--- config.mk ---
export PLATFORM = sky130hd
export DESIGN_NAME = dns_query_stream_parser_flat
export DESIGN_NICKNAME = d
export VERILOG_FILES = /design/src/sv/dnsq_pkg.sv /design/src/sv/dnsq_if.sv /design/src/sv/dnsq_core.sv /design/src/sv/dnsq_skid.sv /design/src/sv/dns_query_stream_parser.sv /design/src/flat_wrapper.sv
export SDC_FILE = /design/constraint.sdc
export NUM_CORES = 1
export LEC_CHECK = 0
export BUFFER_PORTS_ARGS = -buffer_cell sky130_fd_sc_hd__clkbuf_2
export CAP_MARGIN = 20
export CORE_MARGIN = 5
export CORE_UTILIZATION = 38
export DETAILED_ROUTE_END_ITERATION = 12
export PLACE_DENSITY = 0.63
export SLEW_MARGIN = 25
export SYNTH_ARGS = -nofsm -noshare
export SYNTH_HDL_FRONTEND = slang
export SYNTH_HIERARCHICAL = 1
export SYNTH_SLANG_ARGS = --single-unit
--- constraint.sdc ---
create_clock -name clk -period 11.4 [get_ports clk]
set_input_delay 0.57 -clock clk [delete_from_list [all_inputs] [get_ports clk]]
set_output_delay 0.57 -clock clk [all_outputs]
set_load 0.01 [all_outputs]
--- src/sv/dnsq_pkg.sv ---
// Shared types and constants for the DNS query stream parser.
`timescale 1ns / 1ps

package dnsq_pkg;

  // Header length in bytes and length of the QTYPE/QCLASS tail.
  localparam logic [3:0] HDR_LEN  = 4'd12;
  localparam logic [3:0] TAIL_LEN = 4'd4;

  // Label separator character in the dotted name.
  localparam logic [7:0] DOT_CHAR = 8'h2E;

  // Result kinds.
  localparam logic KIND_CHAR  = 1'b0;
  localparam logic KIND_FINAL = 1'b1;

  // Final record status codes.
  localparam logic [1:0] ST_OK      = 2'd0;
  localparam logic [1:0] ST_QDCOUNT = 2'd1;
  localparam logic [1:0] ST_LABEL   = 2'd2;
  localparam logic [1:0] ST_UNTERM  = 2'd3;

  // Configuration register indexes.
  localparam logic CFG_MAX_LABEL = 1'b0;
  localparam logic CFG_MAX_NAME  = 1'b1;

  typedef struct packed {
    logic [5:0] label_limit;
    logic [7:0] name_limit;
  } cfg_t;

  typedef struct packed {
    logic        kind;
    logic [7:0]  name_char;
    logic [7:0]  name_index;
    logic [15:0] msg_id;
    logic [15:0] flags_word;
    logic [15:0] question_count;
    logic [15:0] answer_count;
    logic [15:0] authority_count;
    logic [15:0] additional_count;
    logic [15:0] query_type;
    logic [15:0] query_class;
    logic [1:0]  status;
  } result_t;

endpackage

--- src/sv/dnsq_if.sv ---
// Valid/ready channel interfaces for query bytes and parse results.
`timescale 1ns / 1ps

interface dnsq_byte_if;
  logic       valid;
  logic       ready;
  logic [7:0] data_byte;
  logic       start_req;

  modport source (output valid, output data_byte, output start_req, input ready);
  modport sink (input valid, input data_byte, input start_req, output ready);
endinterface

interface dnsq_result_if;
  logic        valid;
  logic        ready;
  logic        kind;
  logic [7:0]  name_char;
  logic [7:0]  name_index;
  logic [15:0] msg_id;
  logic [15:0] flags_word;
  logic [15:0] question_count;
  logic [15:0] answer_count;
  logic [15:0] authority_count;
  logic [15:0] additional_count;
  logic [15:0] query_type;
  logic [15:0] query_class;
  logic [1:0]  status;

  modport source (
    output valid, output kind, output name_char, output name_index,
    output msg_id, output flags_word, output question_count, output answer_count,
    output authority_count, output additional_count, output query_type,
    output query_class, output status, input ready
  );
  modport sink (
    input valid, input kind, input name_char, input name_index,
    input msg_id, input flags_word, input question_count, input answer_count,
    input authority_count, input additional_count, input query_type,
    input query_class, input status, output ready
  );
endinterface

--- src/sv/dnsq_core.sv ---
// Byte-at-a-time parse state machine for the DNS header and question.
`timescale 1ns / 1ps

module dnsq_core (
  input  logic              clk,
  input  logic              rst,
  input  logic              accept,
  input  logic [7:0]        data_byte,
  input  logic              start_req,
  input  dnsq_pkg::cfg_t    cfg,
  output logic              emit,
  output dnsq_pkg::result_t res
);

  typedef enum logic [1:0] {
    PH_IDLE,
    PH_HEADER,
    PH_NAME,
    PH_TAIL
  } phase_t;

  phase_t      phase;
  logic [3:0]  byte_pos;
  logic [5:0]  label_left;
  logic [7:0]  name_pos;
  logic [7:0]  name_octets;
  logic        first_len;
  logic [15:0] hdr [6];
  logic [15:0] tail [2];

  phase_t      phase_next;
  logic [3:0]  byte_pos_next;
  logic [5:0]  label_left_next;
  logic [7:0]  name_pos_next;
  logic [7:0]  name_octets_next;
  logic        first_len_next;
  logic [15:0] hdr_next [6];
  logic [15:0] tail_next [2];

  phase_t      ph;
  logic [3:0]  bp;
  logic [5:0]  ll;
  logic [7:0]  np;
  logic [7:0]  octs;
  logic        fl;
  logic [7:0]  limit;
  logic        fin;
  logic [1:0]  fin_status;
  logic        chr_emit;
  logic [7:0]  chr;

  always_comb begin
    // A start mark restarts the message with this byte.
    ph    = start_req ? PH_HEADER : phase;
    bp    = start_req ? 4'd0 : byte_pos;
    ll    = start_req ? 6'd0 : label_left;
    np    = start_req ? 8'd0 : name_pos;
    octs  = start_req ? 8'd0 : name_octets;
    fl    = start_req ? 1'b1 : first_len;
    limit = (cfg.name_limit == 8'd0) ? 8'd1 : cfg.name_limit;

    phase_next       = ph;
    byte_pos_next    = bp;
    label_left_next  = ll;
    name_pos_next    = np;
    name_octets_next = octs;
    first_len_next   = fl;
    hdr_next         = hdr;
    tail_next        = tail;
    fin              = 1'b0;
    fin_status       = dnsq_pkg::ST_OK;
    chr_emit         = 1'b0;
    chr              = 8'd0;

    case (ph)
      PH_HEADER: begin
        if (bp[0]) begin
          hdr_next[bp[3:1]][7:0] = data_byte;
        end else begin
          hdr_next[bp[3:1]][15:8] = data_byte;
        end
        if (bp == dnsq_pkg::HDR_LEN - 4'd1) begin
          byte_pos_next = 4'd0;
          if (hdr_next[2] != 16'd1) begin
            fin        = 1'b1;
            fin_status = dnsq_pkg::ST_QDCOUNT;
          end else begin
            phase_next = PH_NAME;
          end
        end else begin
          byte_pos_next = bp + 4'd1;
        end
      end
      PH_NAME: begin
        name_octets_next = octs + 8'd1;
        if (ll == 6'd0 && data_byte == 8'd0) begin
          phase_next    = PH_TAIL;
          byte_pos_next = 4'd0;
        end else if (name_octets_next >= limit) begin
          fin        = 1'b1;
          fin_status = dnsq_pkg::ST_UNTERM;
        end else if (ll != 6'd0) begin
          label_left_next = ll - 6'd1;
          chr_emit        = 1'b1;
          chr             = data_byte;
        end else if (data_byte > {2'b00, cfg.label_limit}) begin
          fin        = 1'b1;
          fin_status = dnsq_pkg::ST_LABEL;
        end else begin
          // The compare above keeps the length within six bits.
          label_left_next = data_byte[5:0];
          first_len_next  = 1'b0;
          if (!fl) begin
            chr_emit = 1'b1;
            chr      = dnsq_pkg::DOT_CHAR;
          end
        end
      end
      PH_TAIL: begin
        if (bp[0]) begin
          tail_next[bp[1]][7:0] = data_byte;
        end else begin
          tail_next[bp[1]][15:8] = data_byte;
        end
        if (bp == dnsq_pkg::TAIL_LEN - 4'd1) begin
          byte_pos_next = 4'd0;
          fin           = 1'b1;
          fin_status    = dnsq_pkg::ST_OK;
        end else begin
          byte_pos_next = bp + 4'd1;
        end
      end
      default: begin
        phase_next = PH_IDLE;
      end
    endcase

    if (chr_emit) begin
      name_pos_next = np + 8'd1;
    end
    if (fin) begin
      phase_next = PH_IDLE;
    end

    emit = chr_emit || fin;
    res  = '0;
    if (fin) begin
      res.kind             = dnsq_pkg::KIND_FINAL;
      res.name_index       = (fin_status == dnsq_pkg::ST_QDCOUNT) ? 8'd0 : np;
      res.msg_id           = hdr_next[0];
      res.flags_word       = hdr_next[1];
      res.question_count   = hdr_next[2];
      res.answer_count     = hdr_next[3];
      res.authority_count  = hdr_next[4];
      res.additional_count = hdr_next[5];
      res.query_type       = (fin_status == dnsq_pkg::ST_OK) ? tail_next[0] : 16'd0;
      res.query_class      = (fin_status == dnsq_pkg::ST_OK) ? tail_next[1] : 16'd0;
      res.status           = fin_status;
    end else begin
      res.kind       = dnsq_pkg::KIND_CHAR;
      res.name_char  = chr;
      res.name_index = np;
    end
  end

  always_ff @(posedge clk) begin
    if (rst) begin
      phase       <= PH_IDLE;
      byte_pos    <= 4'd0;
      label_left  <= 6'd0;
      name_pos    <= 8'd0;
      name_octets <= 8'd0;
      first_len   <= 1'b1;
    end else if (accept) begin
      phase       <= phase_next;
      byte_pos    <= byte_pos_next;
      label_left  <= label_left_next;
      name_pos    <= name_pos_next;
      name_octets <= name_octets_next;
      first_len   <= first_len_next;
    end
  end

  // Captured header and tail words; every word is fully written before use.
  always_ff @(posedge clk) begin
    if (accept) begin
      hdr  <= hdr_next;
      tail <= tail_next;
    end
  end

`ifndef SYNTH
  a_final_goes_idle: assert property (@(posedge clk) disable iff (rst)
    (accept && emit && res.kind == dnsq_pkg::KIND_FINAL) |=> (phase == PH_IDLE))
    else $error("parser did not return to idle after a final record");

  a_header_pos: assert property (@(posedge clk) disable iff (rst)
    (phase == PH_HEADER) |-> (byte_pos < dnsq_pkg::HDR_LEN))
    else $error("header byte position out of range");

  a_idle_silent: assert property (@(posedge clk) disable iff (rst)
    (phase == PH_IDLE && !start_req) |-> !emit)
    else $error("result produced while idle");
`endif

endmodule

--- src/sv/dnsq_skid.sv ---
// Two-entry output buffer that decouples the parser from result backpressure.
`timescale 1ns / 1ps

module dnsq_skid (
  input  logic              clk,
  input  logic              rst,
  input  logic              push,
  input  dnsq_pkg::result_t push_data,
  output logic              ready,
  output logic              out_valid,
  output dnsq_pkg::result_t out_data,
  input  logic              out_ready
);

  logic              skid_valid;
  dnsq_pkg::result_t skid_data;
  logic              pop;

  assign pop   = out_valid && out_ready;
  assign ready = !skid_valid;

  always_ff @(posedge clk) begin
    if (rst) begin
      out_valid  <= 1'b0;
      skid_valid <= 1'b0;
    end else if (!out_valid || pop) begin
      if (skid_valid) begin
        out_valid  <= 1'b1;
        skid_valid <= push;
      end else begin
        out_valid <= push;
      end
    end else if (push) begin
      skid_valid <= 1'b1;
    end
  end

  always_ff @(posedge clk) begin
    if (!out_valid || pop) begin
      if (skid_valid) begin
        out_data  <= skid_data;
        skid_data <= push_data;
      end else begin
        out_data <= push_data;
      end
    end else if (push) begin
      skid_data <= push_data;
    end
  end

`ifndef SYNTH
  a_skid_behind_out: assert property (@(posedge clk) disable iff (rst)
    skid_valid |-> out_valid)
    else $error("skid entry held while output register is empty");

  a_no_overflow: assert property (@(posedge clk) disable iff (rst)
    !(push && skid_valid))
    else $error("item pushed into a full output buffer");
`endif

endmodule

--- src/sv/dns_query_stream_parser.sv ---
// Top level of the DNS query stream parser.
`timescale 1ns / 1ps

// Parses a DNS query presented one byte per item, with start_req on the first
// byte of each message. The block accepts one byte every clock cycle while
// input ready is high; each byte is handled by the parse state machine in the
// cycle it is accepted, and any result it yields (a dotted-name character or
// the final record) is registered into the two-entry output buffer. It sets the
// only stall: input ready drops when both entries hold results the sink has not
// taken. There is no clearing pass after reset. The label length limit
// (index 0) and the name length limit (index 1) should be written only while
// no message is in flight.
module dns_query_stream_parser (
  input  logic       clk,
  input  logic       rst,
  dnsq_byte_if.sink  query,
  dnsq_result_if.source result,
  input  logic       cfg_we,
  input  logic       cfg_index,
  input  logic [7:0] cfg_data
);

  dnsq_pkg::cfg_t    cfg;
  dnsq_pkg::result_t core_res;
  dnsq_pkg::result_t out_data;
  logic              core_emit;
  logic              accept;
  logic              buf_ready;

  always_ff @(posedge clk) begin
    if (rst) begin
      cfg.label_limit <= 6'd63;
      cfg.name_limit  <= 8'd255;
    end else if (cfg_we) begin
      case (cfg_index)
        dnsq_pkg::CFG_MAX_LABEL: cfg.label_limit <= cfg_data[5:0];
        dnsq_pkg::CFG_MAX_NAME:  cfg.name_limit  <= cfg_data;
        default: ;
      endcase
    end
  end

  assign query.ready = buf_ready;
  assign accept      = query.valid && buf_ready;

  dnsq_core u_core (
    .clk       (clk),
    .rst       (rst),
    .accept    (accept),
    .data_byte (query.data_byte),
    .start_req (query.start_req),
    .cfg       (cfg),
    .emit      (core_emit),
    .res       (core_res)
  );

  dnsq_skid u_skid (
    .clk       (clk),
    .rst       (rst),
    .push      (accept && core_emit),
    .push_data (core_res),
    .ready     (buf_ready),
    .out_valid (result.valid),
    .out_data  (out_data),
    .out_ready (result.ready)
  );

  assign result.kind             = out_data.kind;
  assign result.name_char        = out_data.name_char;
  assign result.name_index       = out_data.name_index;
  assign result.msg_id           = out_data.msg_id;
  assign result.flags_word       = out_data.flags_word;
  assign result.question_count   = out_data.question_count;
  assign result.answer_count     = out_data.answer_count;
  assign result.authority_count  = out_data.authority_count;
  assign result.additional_count = out_data.additional_count;
  assign result.query_type       = out_data.query_type;
  assign result.query_class      = out_data.query_class;
  assign result.status           = out_data.status;

endmodule
--- src/flat_wrapper.sv ---
// flat-port wrapper written by rule: the top's interface ports become plain ports
module dns_query_stream_parser_flat 
  (clk, rst, cfg_we, cfg_index, cfg_data, query_valid, query_data_byte, query_start_req, query_ready, result_valid, result_kind, result_name_char, result_name_index, result_msg_id, result_flags_word, result_question_count, result_answer_count, result_authority_count, result_additional_count, result_query_type, result_query_class, result_status, result_ready);
  dnsq_byte_if query_i ();
  dnsq_result_if result_i ();
  input  logic clk;
  input  logic rst;
  input  logic cfg_we;
  input  logic cfg_index;
  input  logic [7:0] cfg_data;
  input wire logic [$bits(query_i.valid)-1:0] query_valid;
  input wire logic [$bits(query_i.data_byte)-1:0] query_data_byte;
  input wire logic [$bits(query_i.start_req)-1:0] query_start_req;
  output wire logic [$bits(query_i.ready)-1:0] query_ready;
  output wire logic [$bits(result_i.valid)-1:0] result_valid;
  output wire logic [$bits(result_i.kind)-1:0] result_kind;
  output wire logic [$bits(result_i.name_char)-1:0] result_name_char;
  output wire logic [$bits(result_i.name_index)-1:0] result_name_index;
  output wire logic [$bits(result_i.msg_id)-1:0] result_msg_id;
  output wire logic [$bits(result_i.flags_word)-1:0] result_flags_word;
  output wire logic [$bits(result_i.question_count)-1:0] result_question_count;
  output wire logic [$bits(result_i.answer_count)-1:0] result_answer_count;
  output wire logic [$bits(result_i.authority_count)-1:0] result_authority_count;
  output wire logic [$bits(result_i.additional_count)-1:0] result_additional_count;
  output wire logic [$bits(result_i.query_type)-1:0] result_query_type;
  output wire logic [$bits(result_i.query_class)-1:0] result_query_class;
  output wire logic [$bits(result_i.status)-1:0] result_status;
  input wire logic [$bits(result_i.ready)-1:0] result_ready;
  assign query_i.valid = query_valid;
  assign query_i.data_byte = query_data_byte;
  assign query_i.start_req = query_start_req;
  assign query_ready = query_i.ready;
  assign result_valid = result_i.valid;
  assign result_kind = result_i.kind;
  assign result_name_char = result_i.name_char;
  assign result_name_index = result_i.name_index;
  assign result_msg_id = result_i.msg_id;
  assign result_flags_word = result_i.flags_word;
  assign result_question_count = result_i.question_count;
  assign result_answer_count = result_i.answer_count;
  assign result_authority_count = result_i.authority_count;
  assign result_additional_count = result_i.additional_count;
  assign result_query_type = result_i.query_type;
  assign result_query_class = result_i.query_class;
  assign result_status = result_i.status;
  assign result_i.ready = result_ready;
  dns_query_stream_parser u_core (.clk(clk), .rst(rst), .query(query_i), .result(result_i), .cfg_we(cfg_we), .cfg_index(cfg_index), .cfg_data(cfg_data));
endmodule
### Word-level counts from Yosys, hierarchy flattened

Cells that the tools add are included.

| word-level totals | value |
|---|---|
| bits in registers | 467 |
| bits of input ports | 23 |
| output and inout port bits | 149 |

| operators by class | value |
|---|---|
| add/sub/neg operators | 4 |
| magnitude comparators | 6 |
| equal/unequal tests | 8 |
| muxes and demuxes | 87 |
| bitwise operators | 3 |
| reduce and logical (&&, ||, !) cells | 19 |

Operators by type and width:

| operator | count |
|---|---|
| $mux W147 | 4 |
| $mux W96 | 3 |
| $bwmux W96 | 2 |
| $mux W130 | 1 |
| $mux W8 | 14 |
| $demux W16 S3 | 2 |
| $bwmux W32 | 2 |
| $mux W16 | 4 |
| $mux W32 | 2 |
| $mux W6 | 8 |
| $demux W16 S1 | 2 |
| $mux W1 | 26 |
| $mux W2 | 9 |
| $add A8 B1 Y8 const B | 2 |
| $logic_not A8 Y1 | 2 |
| $mux W4 | 4 |
| $ne A16 B1 Y1 const B | 1 |
| $pmux W4 S3 | 1 |
| $ge A8 B8 Y1 | 1 |
| $gt A8 B6 Y1 | 1 |
| $logic_and A1 B1 Y1 | 6 |
| $logic_not A6 Y1 | 1 |
| $pmux W2 S3 | 1 |
| $reduce_and A2 Y1 | 3 |
| other kinds (21) | 25 |

### Logic depth before layout (Yosys ltp)

| logic depth | value |
|---|---|
| word-level depth | 18 |
| depth in mapped cells | 22 |
| gate-level depth less buffers | 16 |

### Cells and area by module

The synthesis kept the hierarchy.

By module, submodules not included:

| module | times used | cells each | area an instance (sq um) | sequential area each (sq um) |
|---|---|---|---|---|
| dnsq_skid | 1 | 469 | 11098.1 | 8868.5 |
| dnsq_core | 1 | 913 | 9843.2 | 4424.2 |
| dns_query_stream_parser | 1 | 59 | 566.8 | 280.3 |

### Least setup slack after synthesis

Ideal clock, no wire load.

| timing | value |
|---|---|
| kind | register to register |
| start | register u_core.u_skid.skid_valid |
| end | register u_core/u_skid/skid_data[0] in the netlist's numbering, enable pin |
| data arrival time | 11.078 ns |
| required time | 10.544 ns |
| slack | -0.534 ns |
| cell stages (with the launch flop) | 6 |
| period minus slack after synthesis | 11.934 ns |
| cell sequence | dfxtp_1 -> buf_6 -> buf_12 -> buf_6 -> inv_1 -> o21ai_0 |

| on the way | value |
|---|---|
| longest elaborated chain between the ends | 5 |
| elaborated cells between the ends (all ways) | 6 |
| those cells by class | 1 x eq/ne; 5 x reduce/logical |

RTL lines:

| item | RTL line | text |
|---|---|---|
| start: declaration | dnsq_skid.sv:15 | `logic skid_valid;` |
| start signal: assignment | dnsq_skid.sv:29 | `skid_valid <= push;` |
| $logic_not A1 Y1 | dnsq_skid.sv:20 | `assign ready = !skid_valid;` |
| named net query_ready | flat_wrapper.sv:14 | `output wire logic [$bits(query_i.ready)-1:0] query_ready;` |
| $logic_and A1 B1 Y1 | dns_query_stream_parser.sv:44 | `assign accept = query.valid && buf_ready;` |
| $logic_and A1 B1 Y1 | dns_query_stream_parser.sv:60 | `.push (accept && core_emit),` |
| $reduce_bool A2 Y1 (no source line) | n/a |  |
| $reduce_and A2 Y1 (no source line) | n/a |  |
| end signal: assignment | dnsq_skid.sv:42 | `skid_data <= push_data;` |
| end signal: assignment | dnsq_skid.sv:47 | `skid_data <= push_data;` |
| end: declaration | dnsq_skid.sv:16 | `dnsq_pkg::result_t skid_data;` |

The timed path passes the listed nets, and every way through them passes these cells.
A chain may end at the register's enable or synchronous reset.

### Worst setup path after layout

| timing | value |
|---|---|
| start | input query_start_req |
| end | register u_core/u_skid/skid_data[63] in the netlist's numbering, enable pin |

| on the way | value |
|---|---|
| longest elaborated chain between the ends | 17 |
| elaborated cells between the ends (all ways) | 45 |
| those cells by class | 1 x add/sub; 3 x order compare; 6 x eq/ne; 26 x mux; 1 x bitwise; 8 x reduce/logical |

RTL lines:

| item | RTL line | text |
|---|---|---|
| start: declaration | flat_wrapper.sv:13 | `input wire logic [$bits(query_i.start_req)-1:0] query_start_req;` |
| $mux W4 | dnsq_core.sv:55 | `bp = start_req ? 4'd0 : byte_pos;` |
| $not A3 Y4 (not written as such) | dnsq_core.sv:78, dnsq_core.sv:80 |  |
| $ge A4 B4 Y1 (not written as such) or $lt A4 B1 Y1 (tied branches) | dnsq_core.sv:78, dnsq_core.sv:80 |  |
| $logic_and A1 B1 Y1 (not written as such) | dnsq_core.sv:78, dnsq_core.sv:80 |  |
| $mux W8 (not written as such) or $mux W16 (tied branches) | dnsq_core.sv:78, dnsq_core.sv:80 |  |
| $demux W16 S3 (on tied branches) | dnsq_core.sv:78, dnsq_core.sv:80 |  |
| $bwmux W96 (on tied branches) | dnsq_core.sv:78, dnsq_core.sv:80 |  |
| $mux W96 | dnsq_core.sv:77 | `if (bp[0]) begin` |
| (+2 left out) | n/a |  |
| $mux W1 | dnsq_core.sv:84 | `if (hdr_next[2] != 16'd1) begin` |
| $mux W1 | dnsq_core.sv:82 | `if (bp == dnsq_pkg::HDR_LEN - 4'd1) begin` |
| $pmux W1 S3 | dnsq_core.sv:75 | `case (ph)` |
| $logic_or A1 B1 Y1 (*) | dnsq_core.sv:145 | `emit = chr_emit \|\| fin;` |
| named net u_core.core_emit | dns_query_stream_parser.sv:26 | `logic core_emit;` |
| $logic_and A1 B1 Y1 (*) | dns_query_stream_parser.sv:60 |  |
| $reduce_bool A2 Y1 (no source line) (*) | n/a |  |
| $reduce_and A2 Y1 (no source line) (*) | n/a |  |

The timed path passes the listed nets; every way through them passes the cells marked *. The select of a mux whose other input is x is not followed.

==> metrics.txt <==
gr usage total=15.8%; Worst path max stage delay=0.82 ns; syn_area_per_cell=14.9 sq um; CTS buffer count=51; Worst EP required=11.62 ns; max cap viols=0; Filler Cells Inserted=5093; Hold Path Stages=3; Yosys top cell by area=edfxtp_1; Worst-Margin Slew=1.04 ns; vias=12900; Detailed Place HPWL=31000 microns; vias in the first global route=12900; Clock Pin Slew Worst Setup and Hold Paths=0.06 ns; crit path kind=primary input to flip-flop; most used cell, CP=buf_4; Setup Buffers After CTS=0; HP Start=cfg_data[0]; worst-case hold path end point=u_core/cfg[8]; std cell rows=87; Post-Route WL=50300 microns; largest net degree at the start of global routing=111; initial antenna violation count=2; Hold Buf Count CTS=0; maximum vdd ir drop=0.000103 V; fmax=178 MHz; power consumption=3.69 mW; Mapped Area=21500 sq um; CTS resizes=0; critical path fanouts, max=77; CTS max path bufs=3; residual DRC count=0; reg2reg setup slack=5.79 ns; port bufs=171; Cell Chain, Critical Path=clkbuf_2 -> buf_4 -> nor2b_1 -> ha_1 -> nand3_1 -> nor3_1 -> xnor2_1 -> nor2_1 -> ha_1 -> nand2_1 -> nor2_1 -> a31oi_2 -> o21ai_4 -> a211oi_4 -> buf_4 -> o22ai_1 -> and3_1 -> nand2_1 -> o21ai_4 -> buf_6 -> buf_4; Worst EP arrival=5.84 ns; area of the multi-input gates=7250 sq um; Die H=248 microns; EDFF count, synth=422; die area=61500 sq um; sequential-to-total area share from yosys stat=63.1%; Slew HR=30.6%; status=finished clean; Final Util=43.7%; total gr overflow=0; post-synthesis cell type count=75; TNS Setup=0 ns; HP Class=primary input to flip-flop; H-tree Lvls=2; routed vias/inst=5.44; RSZ-0062 raised after global routing=no; Setup Skew=0.0323 ns; remaining antenna violation count=0; Cell Area, Placed=22800 sq um; Area growth syn-to-layout=14.3%; Design Area, Final=24600 sq um; Async S/R FF share, synth=0%; Gate Count Post-Synth=1441; DRT iter0 DRCs=1055; Critical R2R Capture=u_core/u_skid/skid_data[63]; syn nets=1488; Pleak=9.83 nW; Slew Viols, Final=0; Worst-Skew Late Latency=0.61 ns; slowest cell on the critical path=buf_4; post-synth top area share=58.9%; final net count=1610; most used flip-flop cell after synthesis=edfxtp_1; CP startpoint kind=primary input; layout cells sized above 1=35.1%; width of the die=248 microns; pwr/cell area=150 nW/um^2; reg2reg path depth=19; mean routed wirelength per cell=21.3 microns; clock root buffer=clkbuf_16; DRT Pass-1 Iters=5; Placer Congestion=0.813; core area=56300 sq um; CP bufs+invs=5; synth top area cells=edfxtp_1 (59%), mux2_2 (9.0%), mux2_4 (6.8%); register area=13600 sq um; Initial Util=38.2%; Final Hold Fails=0; flop and latch count out of synthesis=467; fin crit share=49.3%; CTS tree=yes; Syn. warnings=6; clock sinks=467; IO Pins=172; first-pass GRT wire length=76900 microns; CP Capture Type=flip-flop; Top delay family on crit path=buffers and inverters; min Tclk post-route=5.62 ns; worst r2r src=u_core/u_core/name_octets[0]; minimum hold slack=0.262 ns; Finish-stage setup viols=0
kinds of logic (layout without fill, tap and decap cells):
| family | Yosys count | after routing | share of synthesized area (%) |
|---|---|---|---|
| DFF | 467 | 467 | 63.1 |
| and+or+nand+nor | 314 | 314 | 7.65 |
| muxes | 275 | 275 | 16.1 |
| AOI/OAI and AO/OA | 215 | 215 | 8.21 |
| buffers and inverters | 141 | 305 | 3.38 |
| adders and majority gates | 24 | 24 | 1.40 |
| xor gates and xnor gates | 5 | 5 | 0.204 |
| other | 0 | 2 | 0 |
through the flow:
step | setup WS (ns) | instances
4_1_cts | 5.48 | 2361
5_1_grt | 5.26 | 2363
3_5_place_dp | 4.88 | 2266
6_report | 5.78 | 2363
2_1_floorplan | 2.34 | 1441
3_3_place_gp | 4.98 | 2266
metal layers:
metal	track usage, %	part of all wire, %
met5	0	0
met4	3.67	1.6
met3	3.31	6.1
met2	25.2	47
met1	22.3	45
worst register-to-register path: stages, from the launching register on:
cell and delay [ns]:
dfxtp_1 0.34, nor2b_1 0.29, ha_1 0.29, nand3_1 0.19
nor3_1 0.26, xnor2_1 0.14, nor2_1 0.07, ha_1 0.30
nand2_1 0.06, nor2_1 0.12, a31oi_2 0.30, o21ai_4 0.26
a211oi_4 0.10, buf_4 0.36, o22ai_1 0.23, and3_1 0.21
nand2_1 0.11, o21ai_4 0.11, buf_6 0.53, buf_4 0.89
placed cells by master (no fill, tap or decap), types with 44 or more instances in the layout:
| master | n |
|---|---|
| nand2_1 | 87 |
| mux2_2 | 171 |
| o311a_1 | 79 |
| edfxtp_1 | 422 |
| nor4_1 | 45 |
| clkbuf_2 | 171 |
| clkbuf_16 | 52 |
| dfxtp_1 | 44 |
| mux2_4 | 97 |
| nor2_1 | 57 |
layout make-up:
type | count | area share [%]
antenna | 2 | 0.0204
tap | 756 | 3.85
inverter | 23 | 0.377
clock buffer | 58 | 5.38
timing repair buffer | 187 | 4.03
multi-input combinational | 833 | 29.5
sequential | 467 | 55.2
clock inverter | 37 | 1.65
where the power goes:
| part | switching [mW] | internal [mW] | total (mW) |
|---|---|---|---|
| combinational | 0.0790 | 0.0340 | 0.113 |
| sequential | 0.00815 | 1.87 | 1.88 |
| clock | 0.700 | 1.00 | 1.70 |
cells in the mapped netlist, types with 4 or more instances:
master,instances
xnor2_1,4
clkbuf_1,68
mux2_4,97
edfxtp_1,422
mux2_2,171
o21ai_0,28
nand2_1,87
o211a_1,4
buf_2,28
a211oi_1,9
buf_6,18
nand2b_1,7
nand4_1,9
inv_1,22
nand3_1,15
mux2i_1,7
ha_1,24
nor4_1,45
nor3_1,11
nor2b_1,16
nor2_1,58
o311a_1,79
a22oi_1,4
and2_1,7
a31o_2,5
nand3b_1,4
a21oi_1,36
nor3b_1,24
o221a_1,4
and3_1,12
dfxtp_1,45
how the worst max path moves through the flow:
stage | startpoint | cells past startpoint | to | slack [ns]
4_1_cts | u_core/u_core/name_octets[0] | 19 | u_core/u_skid/skid_data[81] | 5.48
3_5_place_dp | query_start_req | 21 | u_core/u_skid/skid_data[53] | 4.88
3_3_place_gp | query_start_req | 21 | u_core/u_skid/skid_data[60] | 4.98
2_1_floorplan | query_start_req | 22 | u_core/u_skid/skid_data[0] | 2.34
6_report | query_start_req | 21 | u_core/u_skid/skid_data[63] | 5.78
5_1_grt | u_core/u_core/name_octets[0] | 19 | u_core/u_skid/skid_data[63] | 5.26
state kept, by name (all words and copies together), names as in the netlist, 2 cells and up:
signal and cells:
u_core/u_core/byte_pos 4, u_core/u_core/label_left 6, u_core/u_core/name_octets 8, u_core/u_core/name_pos 8
u_core/u_core/hdr 96, u_core/u_core/tail 32, u_core/cfg 14, u_core/u_core/phase 2
u_core/u_skid/skid_data 147, u_core/u_skid/out_data 147
Power figures use the tool's default switching activity.
